### src/hw/rtl/mspid_pkg.sv
// Shared constants and types for the motor speed PID regulator.
`timescale 1ns / 1ps
`default_nettype none

package mspid_pkg;

    localparam int TARGET_W = 16;
    localparam int COUNT_W  = 32;
    localparam int TIME_W   = 32;
    localparam int GAIN_W   = 16;
    localparam int POWER_W  = 8;
    localparam int LIMIT_W  = 7;
    localparam int SPD_W    = 21;
    localparam int ERR_W    = 22;
    localparam int DERR_W   = 23;
    localparam int SUM_W    = 48;
    localparam int ACC_W    = 24;
    localparam int Q_W      = 16;
    localparam int SCALE_W  = 20;
    localparam int PROD_W   = 52;
    localparam int INC_W    = 66;
    localparam int CNT_W    = 6;
    localparam int CFG_IDX_W  = 3;
    localparam int CFG_DATA_W = 16;

    localparam int MUL_STEPS = SCALE_W;
    localparam int DIV_STEPS = PROD_W;
    localparam int PID_STEPS = GAIN_W;

    localparam logic [SCALE_W-1:0] SPEED_SCALE = 20'd1000000;
    localparam logic [LIMIT_W-1:0] POWER_CAP   = 7'd100;

    localparam logic signed [SUM_W-1:0] SUM_MAX = {1'b0, {(SUM_W-1){1'b1}}};
    localparam logic signed [SUM_W-1:0] SUM_MIN = {1'b1, {(SUM_W-1){1'b0}}};

    localparam logic [GAIN_W-1:0]  KP_RESET    = 16'd6554;
    localparam logic [GAIN_W-1:0]  KI_RESET    = 16'd655;
    localparam logic [GAIN_W-1:0]  KD_RESET    = 16'd0;
    localparam logic [LIMIT_W-1:0] START_RESET = 7'd20;
    localparam logic [LIMIT_W-1:0] LIMIT_RESET = 7'd100;

    typedef enum logic [CFG_IDX_W-1:0] {
        CFG_PROP_GAIN   = 3'd0,
        CFG_INTEG_GAIN  = 3'd1,
        CFG_DERIV_GAIN  = 3'd2,
        CFG_START_POWER = 3'd3,
        CFG_POWER_LIMIT = 3'd4
    } cfg_index_t;

    typedef enum logic [1:0] {
        ACT_NONE = 2'd0,
        ACT_STOP = 2'd1,
        ACT_SET  = 2'd2
    } action_t;

endpackage

`default_nettype wire

### src/hw/rtl/motor_speed_pid_regulator_unit.sv
// Motor speed PID regulator: serial speed measurement and incremental PID update.
// Ticks without a PID step go from idle straight to the output stage; ticks with a speed
// measurement first run 20 multiply steps, 52 divide steps, 3 x 16 PID steps and setup.
// Flow: one tick at a time; the next tick is taken once the current one has
// reached the output register. The bit-serial multiplier, divider and PID steps keep it busy.
// Reset: gains and limits to their defaults, motor stopped, all regulator state zero.
`timescale 1ns / 1ps
`default_nettype none

module motor_speed_pid_regulator_unit
    import mspid_pkg::*;
(
    input  logic                  clk,
    input  logic                  rst_n,
    input  logic                  s_tvalid,
    output logic                  s_tready,
    input  logic [79:0]           s_tdata,    // target_speed, encoder_count, time_us
    output logic                  m_tvalid,
    input  logic                  m_tready,
    output logic [31:0]           m_tdata,    // power, measured_speed, zero fill
    output logic [1:0]            m_tuser,    // action
    input  logic                  cfg_valid,
    output logic                  cfg_ready,
    input  logic [CFG_IDX_W-1:0]  cfg_index,
    input  logic [CFG_DATA_W-1:0] cfg_data
);

    typedef enum logic [3:0] {
        ST_IDLE,
        ST_MUL,
        ST_DIV,
        ST_SAT,
        ST_ERR,
        ST_SUM,
        ST_LOAD,
        ST_PID,
        ST_CLAMP,
        ST_DONE
    } state_t;

    state_t state_reg;

    logic [GAIN_W-1:0]  kp_reg, ki_reg, kd_reg;
    logic [LIMIT_W-1:0] start_power_reg, power_limit_reg;

    logic                     running_reg;
    logic [COUNT_W-1:0]       prev_count_reg;
    logic [TIME_W-1:0]        prev_time_reg;
    logic signed [SPD_W-1:0]  speed_reg;
    logic signed [ACC_W-1:0]  acc_reg;
    logic signed [SUM_W-1:0]  error_sum_reg;
    logic signed [ERR_W-1:0]  last_error_reg;

    logic signed [TARGET_W-1:0] target_reg;
    logic                       neg_reg;
    logic [TIME_W-1:0]          elapsed_reg;
    logic [PROD_W-1:0]          work_reg;
    logic [PROD_W-1:0]          mcand_reg;
    logic [SCALE_W-1:0]         mplier_reg;
    logic [TIME_W-1:0]          rem_reg;
    logic [CNT_W-1:0]           cnt_reg;
    logic signed [ERR_W-1:0]    err_reg;
    logic signed [INC_W-1:0]    inc_reg;
    logic signed [INC_W-1:0]    op_reg;
    logic [GAIN_W-1:0]          gain_sh_reg;
    logic [1:0]                 term_reg;
    action_t                    res_action_reg;

    logic                       m_tvalid_reg;
    action_t                    out_action_reg;
    logic signed [POWER_W-1:0]  out_power_reg;
    logic signed [SPD_W-1:0]    out_speed_reg;

    logic signed [TARGET_W-1:0] in_target;
    logic [COUNT_W-1:0]         in_count;
    logic [TIME_W-1:0]          in_time;
    logic [COUNT_W-1:0]         cnt_diff;
    logic [COUNT_W-1:0]         cnt_mag;
    logic [TIME_W-1:0]          elapsed;
    logic [LIMIT_W-1:0]         sp_cap;
    logic [LIMIT_W-1:0]         lim_cap;
    logic signed [ACC_W-1:0]    sp_q16;
    logic signed [ACC_W-1:0]    start_acc;

    logic [PROD_W-1:0]          mul_sum;
    logic [TIME_W:0]            div_trial;
    logic                       div_ge;
    logic [TIME_W:0]            div_rem;
    logic [SCALE_W-1:0]         q_sat;
    logic [SPD_W-1:0]           q_mag;
    logic signed [SPD_W-1:0]    speed_next;
    logic signed [ERR_W-1:0]    err_next;
    logic signed [SUM_W:0]      sum_wide;
    logic signed [SUM_W-1:0]    error_sum_next;
    logic signed [DERR_W-1:0]   derr;
    logic signed [INC_W-1:0]    lim_wide;
    logic signed [ACC_W-1:0]    acc_next;
    logic signed [POWER_W-1:0]  acc_power;

    assign s_tready  = (state_reg == ST_IDLE);
    assign cfg_ready = 1'b1;
    assign m_tvalid  = m_tvalid_reg;
    assign m_tuser   = out_action_reg;
    assign m_tdata   = {3'b000, out_speed_reg, out_power_reg};

    assign in_target = signed'(s_tdata[15:0]);
    assign in_count  = s_tdata[47:16];
    assign in_time   = s_tdata[79:48];
    assign cnt_diff  = in_count - prev_count_reg;
    assign cnt_mag   = cnt_diff[COUNT_W-1] ? (~cnt_diff + 32'd1) : cnt_diff;
    assign elapsed   = in_time - prev_time_reg;

    assign sp_cap    = (start_power_reg > POWER_CAP) ? POWER_CAP : start_power_reg;
    assign lim_cap   = (power_limit_reg > POWER_CAP) ? POWER_CAP : power_limit_reg;
    assign sp_q16    = signed'({1'b0, sp_cap, {Q_W{1'b0}}});
    assign start_acc = in_target[TARGET_W-1] ? -sp_q16 : sp_q16;

    // serial multiply by the speed scale, restoring divide by elapsed time
    assign mul_sum   = work_reg + mcand_reg;
    assign div_trial = {rem_reg, work_reg[PROD_W-1]};
    assign div_ge    = (div_trial >= {1'b0, elapsed_reg});
    assign div_rem   = div_trial - {1'b0, elapsed_reg};

    assign q_sat      = (work_reg > {{(PROD_W-SCALE_W){1'b0}}, SPEED_SCALE}) ? SPEED_SCALE
                                                                             : work_reg[SCALE_W-1:0];
    assign q_mag      = {1'b0, q_sat};
    assign speed_next = neg_reg ? signed'(21'd0 - q_mag) : signed'(q_mag);

    assign err_next = {{(ERR_W-TARGET_W){target_reg[TARGET_W-1]}}, target_reg}
                    - {speed_reg[SPD_W-1], speed_reg};

    assign sum_wide = {error_sum_reg[SUM_W-1], error_sum_reg}
                    + {{(SUM_W+1-ERR_W){err_reg[ERR_W-1]}}, err_reg};
    always_comb
    begin
        if (sum_wide[SUM_W] != sum_wide[SUM_W-1])
        begin
            error_sum_next = sum_wide[SUM_W] ? SUM_MIN : SUM_MAX;
        end
        else
        begin
            error_sum_next = sum_wide[SUM_W-1:0];
        end
    end

    assign derr = {err_reg[ERR_W-1], err_reg} - {last_error_reg[ERR_W-1], last_error_reg};

    assign lim_wide = signed'({{(INC_W-LIMIT_W-Q_W){1'b0}}, lim_cap, {Q_W{1'b0}}});
    always_comb
    begin
        if (inc_reg > lim_wide)
        begin
            acc_next = lim_wide[ACC_W-1:0];
        end
        else if (inc_reg < -lim_wide)
        begin
            acc_next = (-lim_wide[ACC_W-1:0]);
        end
        else
        begin
            acc_next = inc_reg[ACC_W-1:0];
        end
    end

    // truncate toward zero
    assign acc_power = acc_reg[ACC_W-1:Q_W]
                     + {{(POWER_W-1){1'b0}}, (acc_reg[ACC_W-1] && (acc_reg[Q_W-1:0] != '0))};

    always_ff @(posedge clk or negedge rst_n)
    begin
        if (!rst_n)
        begin
            state_reg       <= ST_IDLE;
            kp_reg          <= KP_RESET;
            ki_reg          <= KI_RESET;
            kd_reg          <= KD_RESET;
            start_power_reg <= START_RESET;
            power_limit_reg <= LIMIT_RESET;
            running_reg     <= 1'b0;
            prev_count_reg  <= '0;
            prev_time_reg   <= '0;
            speed_reg       <= '0;
            acc_reg         <= '0;
            error_sum_reg   <= '0;
            last_error_reg  <= '0;
            target_reg      <= '0;
            neg_reg         <= 1'b0;
            elapsed_reg     <= '0;
            work_reg        <= '0;
            mcand_reg       <= '0;
            mplier_reg      <= '0;
            rem_reg         <= '0;
            cnt_reg         <= '0;
            err_reg         <= '0;
            inc_reg         <= '0;
            op_reg          <= '0;
            gain_sh_reg     <= '0;
            term_reg        <= '0;
            res_action_reg  <= ACT_NONE;
            m_tvalid_reg    <= 1'b0;
            out_action_reg  <= ACT_NONE;
            out_power_reg   <= '0;
            out_speed_reg   <= '0;
        end
        else
        begin
            if (cfg_valid)
            begin
                unique case (cfg_index)
                    CFG_PROP_GAIN:   kp_reg          <= cfg_data;
                    CFG_INTEG_GAIN:  ki_reg          <= cfg_data;
                    CFG_DERIV_GAIN:  kd_reg          <= cfg_data;
                    CFG_START_POWER: start_power_reg <= cfg_data[LIMIT_W-1:0];
                    CFG_POWER_LIMIT: power_limit_reg <= cfg_data[LIMIT_W-1:0];
                    default:         ;
                endcase
            end

            if (m_tvalid_reg && m_tready && (state_reg != ST_DONE))
            begin
                m_tvalid_reg <= 1'b0;
            end

            unique case (state_reg)
                ST_IDLE:
                begin
                    if (s_tvalid)
                    begin
                        prev_count_reg <= in_count;
                        prev_time_reg  <= in_time;
                        target_reg     <= in_target;
                        if (in_target == '0)
                        begin
                            res_action_reg <= running_reg ? ACT_STOP : ACT_NONE;
                            running_reg    <= 1'b0;
                            state_reg      <= ST_DONE;
                        end
                        else if (!running_reg)
                        begin
                            acc_reg        <= start_acc;
                            running_reg    <= 1'b1;
                            res_action_reg <= ACT_SET;
                            state_reg      <= ST_DONE;
                        end
                        else if ((cnt_diff == '0) || (elapsed == '0))
                        begin
                            res_action_reg <= ACT_NONE;
                            state_reg      <= ST_DONE;
                        end
                        else
                        begin
                            neg_reg     <= cnt_diff[COUNT_W-1];
                            mcand_reg   <= {{(PROD_W-COUNT_W){1'b0}}, cnt_mag};
                            mplier_reg  <= SPEED_SCALE;
                            work_reg    <= '0;
                            elapsed_reg <= elapsed;
                            cnt_reg     <= '0;
                            state_reg   <= ST_MUL;
                        end
                    end
                end

                ST_MUL:
                begin
                    if (mplier_reg[0])
                    begin
                        work_reg <= mul_sum;
                    end
                    mcand_reg  <= {mcand_reg[PROD_W-2:0], 1'b0};
                    mplier_reg <= {1'b0, mplier_reg[SCALE_W-1:1]};
                    if (cnt_reg == CNT_W'(MUL_STEPS - 1))
                    begin
                        cnt_reg   <= '0;
                        rem_reg   <= '0;
                        state_reg <= ST_DIV;
                    end
                    else
                    begin
                        cnt_reg <= cnt_reg + 1'b1;
                    end
                end

                ST_DIV:
                begin
                    rem_reg  <= div_ge ? div_rem[TIME_W-1:0] : div_trial[TIME_W-1:0];
                    work_reg <= {work_reg[PROD_W-2:0], div_ge};
                    if (cnt_reg == CNT_W'(DIV_STEPS - 1))
                    begin
                        cnt_reg   <= '0;
                        state_reg <= ST_SAT;
                    end
                    else
                    begin
                        cnt_reg <= cnt_reg + 1'b1;
                    end
                end

                ST_SAT:
                begin
                    speed_reg <= speed_next;
                    state_reg <= ST_ERR;
                end

                ST_ERR:
                begin
                    err_reg   <= err_next;
                    state_reg <= ST_SUM;
                end

                ST_SUM:
                begin
                    error_sum_reg <= error_sum_next;
                    inc_reg       <= {{(INC_W-ACC_W){acc_reg[ACC_W-1]}}, acc_reg};
                    op_reg        <= {{(INC_W-ERR_W){err_reg[ERR_W-1]}}, err_reg};
                    gain_sh_reg   <= kp_reg;
                    term_reg      <= 2'd0;
                    cnt_reg       <= '0;
                    state_reg     <= ST_PID;
                end

                ST_LOAD:
                begin
                    if (term_reg == 2'd1)
                    begin
                        op_reg      <= {{(INC_W-SUM_W){error_sum_reg[SUM_W-1]}}, error_sum_reg};
                        gain_sh_reg <= ki_reg;
                    end
                    else
                    begin
                        op_reg         <= {{(INC_W-DERR_W){derr[DERR_W-1]}}, derr};
                        gain_sh_reg    <= kd_reg;
                        last_error_reg <= err_reg;
                    end
                    cnt_reg   <= '0;
                    state_reg <= ST_PID;
                end

                ST_PID:
                begin
                    if (gain_sh_reg[0])
                    begin
                        inc_reg <= inc_reg + op_reg;
                    end
                    op_reg      <= {op_reg[INC_W-2:0], 1'b0};
                    gain_sh_reg <= {1'b0, gain_sh_reg[GAIN_W-1:1]};
                    if (cnt_reg == CNT_W'(PID_STEPS - 1))
                    begin
                        cnt_reg <= '0;
                        if (term_reg == 2'd2)
                        begin
                            state_reg <= ST_CLAMP;
                        end
                        else
                        begin
                            term_reg  <= term_reg + 2'd1;
                            state_reg <= ST_LOAD;
                        end
                    end
                    else
                    begin
                        cnt_reg <= cnt_reg + 1'b1;
                    end
                end

                ST_CLAMP:
                begin
                    acc_reg        <= acc_next;
                    res_action_reg <= ACT_SET;
                    state_reg      <= ST_DONE;
                end

                ST_DONE:
                begin
                    if (!m_tvalid_reg || m_tready)
                    begin
                        m_tvalid_reg   <= 1'b1;
                        out_action_reg <= res_action_reg;
                        out_power_reg  <= (res_action_reg == ACT_SET) ? acc_power : '0;
                        out_speed_reg  <= speed_reg;
                        state_reg      <= ST_IDLE;
                    end
                end

                default:
                begin
                    state_reg <= ST_IDLE;
                end
            endcase
        end
    end

endmodule

`default_nettype wire

### config.mk
export PLATFORM = sky130hd
export DESIGN_NAME = motor_speed_pid_regulator_unit
export DESIGN_NICKNAME = d
export VERILOG_FILES = /design/src/hw/rtl/mspid_pkg.sv /design/src/hw/rtl/motor_speed_pid_regulator_unit.sv
export SDC_FILE = /design/constraint.sdc
export NUM_CORES = 2
export LEC_CHECK = 0
export BUFFER_PORTS_ARGS = -buffer_cell sky130_fd_sc_hd__buf_4
export CAP_MARGIN = 20
export CORE_MARGIN = 1.5
export CORE_UTILIZATION = 55
export DETAILED_ROUTE_END_ITERATION = 6
export PLACE_DENSITY = 0.72
export SLEW_MARGIN = 20
export SYNTH_ARGS = -nofsm -noshare
export SYNTH_HDL_FRONTEND = slang
export SYNTH_SLANG_ARGS = --single-unit
### constraint.sdc
create_clock -name clk -period 8.61 [get_ports clk]
set_clock_uncertainty 0.15 [all_clocks]
set_input_delay 1.722 -clock clk [delete_from_list [all_inputs] [get_ports clk]]
set_output_delay 1.722 -clock clk [all_outputs]
set_load 0.02 [all_outputs]
After elaboration in Yosys (flattened, before gate mapping)
Cells that the tools add are included.
- add/sub/neg operators: 16
- multiply operators: 0
- divide/modulo/power cells: 0
- order comparisons: 6
- equality and inequality tests: 34
- shift operators: 0
- multiplexer cells: 71
- bitwise operators: 4
- reductions and logical operators: 38
- operators by type and width (kind ; count):
    $mux W52 ; 9
    $pmux W66 S3 ; 1
    $pmux W52 S3 ; 1
    $mux W24 ; 6
    $mux W66 ; 2
    $pmux W66 S2 ; 1
    $pmux W52 S2 ; 1
    $mux W20 ; 5
    $mux W32 ; 3
    $mux W48 ; 2
    $sub A32 B32 Y32 ; 3
    $add A66 B66 Y66 ; 1
    $gt A66 B24 Y1 ; 1
    $lt A66 B66 Y1 ; 1
    $neg A23 Y66 ; 1
    $logic_not A32 Y1 ; 2
    $pmux W32 S2 ; 1
    $add A52 B52 Y52 ; 1
    $gt A52 B20 Y1 const B ; 1
    $add A48 B22 Y49 ; 1
    $neg A23 Y24 ; 2
    $pmux W16 S3 ; 1
    $pmux W24 S2 ; 1
    $mux W6 ; 7
    55 further kinds ; 114
- register bits: 663
- bits in latches: 0
- bits in writable memories: 0
- ROM bits: 0
- input bits: 104
- output and inout port bits: 37
- memories kept: 0

Logic depth before layout (Yosys ltp)
- depth in word-level cells: 9
- depth in mapped cells: 21

Least setup slack after synthesis
Ideal clock, no wire load.
- kind: input -> register
- start point: input s_tdata[16]
- end point: register mcand_reg[30]
- arrival: 5.782 ns
- required time: 8.333 ns
- setup slack: 2.551 ns
- stages on the path: 19
- buffers on the path: 2
- cells stage by stage: inv_1 -> ha_1 -> inv_1 -> fa_1 -> a211oi_1 -> o21ai_1 -> a31oi_1 -> and3_1 -> o31a_1 -> o41a_1 -> o21bai_1 -> xor2_1 -> or4_4 -> or4_4 -> nand4_1 -> a211o_1 -> buf_6 -> buf_12 -> mux2_1
- word-level cells in the longest chain between the ends: 9
- elaborated cells on any way between the ends: 13
- classes of those cells: 2 x add/sub; 1 x eq/ne; 6 x mux; 1 x bitwise; 3 x reduce/logical
- ends and longest elaborated chain (what ; line ; source):
    from (decl) ; motor_speed_pid_regulator_unit.sv:17 ; input logic [79:0] s_tdata,
    $sub A32 B32 Y32 (*) ; motor_speed_pid_regulator_unit.sv:109 ; assign cnt_diff = in_count - prev_count_reg;
    $not A32 Y32 ; motor_speed_pid_regulator_unit.sv:110 ; assign cnt_mag = cnt_diff[COUNT_W-1] ? (~cnt_diff + 32'd1) : cnt_diff;
    $add A32 B1 Y32 ; motor_speed_pid_regulator_unit.sv:110 ;
    $mux W32 ; motor_speed_pid_regulator_unit.sv:110 ;
    $mux W52 ; motor_speed_pid_regulator_unit.sv:245 ; else if ((cnt_diff == '0) || (elapsed == '0))
    $mux W52 ; motor_speed_pid_regulator_unit.sv:238 ; else if (!running_reg)
    $mux W52 ; motor_speed_pid_regulator_unit.sv:232 ; if (in_target == '0)
    $mux W52 ; motor_speed_pid_regulator_unit.sv:227 ; if (s_tvalid)
    $pmux W52 S2 ; motor_speed_pid_regulator_unit.sv:224 ; unique case (state_reg)
    to (signal assigned) ; motor_speed_pid_regulator_unit.sv:253 ; mcand_reg <= {{(PROD_W-COUNT_W){1'b0}}, cnt_mag};
    to (signal assigned) ; motor_speed_pid_regulator_unit.sv:269 ; mcand_reg <= {mcand_reg[PROD_W-2:0], 1'b0};
    to (decl) ; motor_speed_pid_regulator_unit.sv:58 ; logic [PROD_W-1:0] mcand_reg;
Mark *: on every way between the ends. The rest lies on a longest branch, timed or not. The select of a mux whose other input is x is not followed.
A chain may end at the register's enable or synchronous reset.

Worst setup path in the final report
Ends and elaborated chain as after synthesis.

==> run_results.csv <==
group,metric,value,unit
placed_design,port_buffers,136,
placed_design,gp_congestion,0.904,
pwr,peakVddDrop,174,uV
route,drtPass1Iterations,6,
critical_path,end_kind,"flop",
synth,synthAdderAreaFrac,0.102,
global_route,overflow,0,
clock_network,insertion_delay,660,ps
critical_path,cp.required,8990,ps
timing,tightest_slew,1090,ps
floorplanning,die_x,294,um
route,postRouteAntennaNets,0,
clock_network,cts_max_level,3,
global_route,track_usage,0.273,
synth,synth_compound_area_frac,0.231,
clock_network,cts_tree,"built",
placed_design,dp_hpwl,84200,um
timing,tns,0,ps
timing,finalCritPeriodShare,0.750,
critical_path,rr_endpoint,"mcand_reg[30]",
floorplanning,floorplan.initialDensity,0.556,
synth,synth_mux_area_frac,0.0621,
run,cap_viol_max_count,0,
synth,synth_top_family_by_area,"compound AO/OA/AOI/OAI gates",
timing,final-setup-viol-count,0,
synth,async_flop_share,1.00,
clock_network,cts_setup_buffers,0,
critical_path,cp.arrival,6830,ps
timing,whs,328,ps
clock_network,cts_resized,0,
floorplanning,dieArea,86500,um2
timing,hold_violations,0,
timing,period_minus_slack,6460,ps
synth,synth-edff-count,0,
critical_path,crit_fanout,22,
critical_path,cp-endpoint,"mcand_reg[30]",
finish,fin_util,0.614,
synth,ys.flop_type,"dfrtp_1",
clock_network,cts.path.max_buffers,3,
timing,slew_headroom,0.273,
route,drc,0,
clock_network,cts_made_buffers,79,
pwr,p_leak,24.2,nW
synth,synth_warnings,0,
pwr,powerDensity,154,nW/um2
critical_path,critical_path_class,"in2reg",
synth,synthSimpleGateAreaFrac,0.150,
pwr,report.power.total,7.91,mW
finish,finalInstanceArea,51400,um2
synth,ys_types,110,
critical_path,startpoint,"s_tdata[16]",
route,via_count,39357,
finish,drive_above_1_share,0.114,
route,wirelength,118000,um
global_route,grt_pass1_vias,37852,
timing,rsz0062_at_grt,"false",
synth,avgSynthCellArea,8.77,um2
status,outcome,"completed",
synth,synth_xor_area_frac,0.0557,
finish,fin_nets,5817,
synth,synth_area,46600,um2
route,drt_iter0_markers,2744,
critical_path,cp-start-kind,"input pin",
placed_design,placed_cell_area,48500,um2
global_route,grt_pass1_wl,195000,um
critical_path,r2r_slack,2970,ps
floorplanning,core-area,83800,um2
clock_network,root_buffer,"clkbuf_16",
floorplanning,rows,106,
critical_path,worstReg2RegStart,"prev_count_reg[0]",
floorplanning,pin_count,141,
synth,ys_seq_area_frac,0.356,
synth,netlist_instances,5318,
finish,syn_to_final_growth,10.3,%
critical_path,reg2reg_depth,17,
route,wl_per_cell,18.1,um
finish,insertedDiodeCount,0,
timing,fmaxAchievable,155,MHz
clock_network,hold_buffers,0,
global_route,antenna_found_initial,2,
clock_network,clock_sinks,663,
timing,maxSlewViolCount,0,
floorplanning,die_h,294,um
clock_network,clk_pin_slew_worst_paths,60,ps
route,avgViaCountPerCell,6.02,
worst_hold_path,hold_class,"reg2reg",
synth,synth-seq-cells,663,
global_route,grt_max_degree,176,
## layer usage
metal / global-route usage / routed length (um)
met1: 0.357 / 52200
met2: 0.459 / 56000
met3: 0.0358 / 5740
met4: 0.102 / 4370
met5: 0 / 30
## cell usage after synthesis, types with 41 or more instances
cell | count | area [um2]
a21oi_1 | 536 | 2680
xnor2_1 | 176 | 1540
mux2i_1 | 56 | 561
nand4_1 | 48 | 300
a22o_1 | 58 | 508
dfrtp_1 | 645 | 16100
mux2_2 | 153 | 1720
a22oi_1 | 46 | 345
xor2_1 | 117 | 1020
clkbuf_1 | 210 | 788
o21ai_0 | 404 | 2020
a31oi_1 | 80 | 500
inv_1 | 240 | 901
o21a_1 | 43 | 323
ha_1 | 368 | 4600
a21o_1 | 161 | 1210
nand2b_1 | 59 | 369
nand2_1 | 528 | 1980
nor2b_1 | 53 | 332
nand3_1 | 87 | 435
nor3_1 | 87 | 435
nor4_1 | 41 | 257
o31ai_1 | 66 | 495
nor2_1 | 445 | 1670
## where the power goes
part	total, mW	leakage [nW]	internal, mW	switching (mW)
Combinational	0.976	14.1	0.403	0.573
Sequential	3.37	8.69	3.25	0.125
Clock	3.56	1.39	2.16	1.40
## through the flow
step,instances,worst slack (ps)
2_1_floorplan,5320,2550
3_3_place_gp,6387,1600
3_5_place_dp,6387,1520
4_1_cts,6533,2200
5_1_grt,6536,1870
6_report,6536,2150
## worst min-delay path by stage
stage / from / end / slack [ps] / cells past startpoint
after global routing: speed_reg[20] / speed_reg[20] / 350 / 2
after global placement: speed_reg[5] / speed_reg[5] / 310 / 2
after CTS: speed_reg[10] / speed_reg[10] / 330 / 2
after detailed placement: mplier_reg[19] / mplier_reg[19] / 320 / 1
final: speed_reg[10] / speed_reg[10] / 330 / 2
after floorplan: speed_reg[11] / speed_reg[11] / 290 / 2
## cell families after synthesis
kind of cell	count (synthesis)
XOR/XNOR	295
adder cells (fa/ha/maj)	376
other	2
AO/OA/AOI/OAI	1718
flip-flops	663
AND/OR/NAND/NOR	1517
buffers and inverters	493
multiplexers	254
## critical path, cell delays in order
cell and delay [ps]:
buf_4 70, inv_1 40, ha_1 190, inv_1 70, fa_1 230, a211oi_1 90
o21ai_1 290, a31oi_1 130, and3_1 250, o31a_1 350, o41a_1 480, o21bai_1 180
xor2_1 110, or4_4 570, or4_4 610, nand4_1 130, a211o_2 580, buf_4 360
mux2_1 340
## layout make-up
cell class,instances,area (um2)
Clock buffer,113,2370
Clock inverter,33,437
Fill cell,7349,32400
Inverter,243,912
Multi-Input combinational cell,4164,28200
Sequential cell,663,16600
Tap cell,1134,1420
Timing Repair Buffer,186,1490
## cell usage in the layout (no fill, tap or decap), drive strengths merged, types with 48 or more instances in the layout
| master | netlist | final |
|---|---|---|
| ha | 368 | 368 |
| clkbuf | 210 | 113 |
| buf | 40 | 186 |
| inv | 241 | 242 |
| a21o | 161 | 161 |
| mux2 | 198 | 198 |
| xor2 | 118 | 118 |
| nand3 | 89 | 89 |
| xnor2 | 177 | 177 |
| dfrtp | 645 | 645 |
| mux2i | 56 | 56 |
| nor2b | 53 | 53 |
| a22o | 58 | 58 |
| nand2b | 59 | 59 |
| a31oi | 80 | 80 |
| o31ai | 66 | 66 |
| nor3 | 87 | 87 |
| nand2 | 528 | 528 |
| nor2 | 447 | 447 |
| a21oi | 537 | 537 |
| o21ai | 419 | 419 |
| nand4 | 48 | 48 |
No activity file was read; power rests on OpenSTA's default activity.
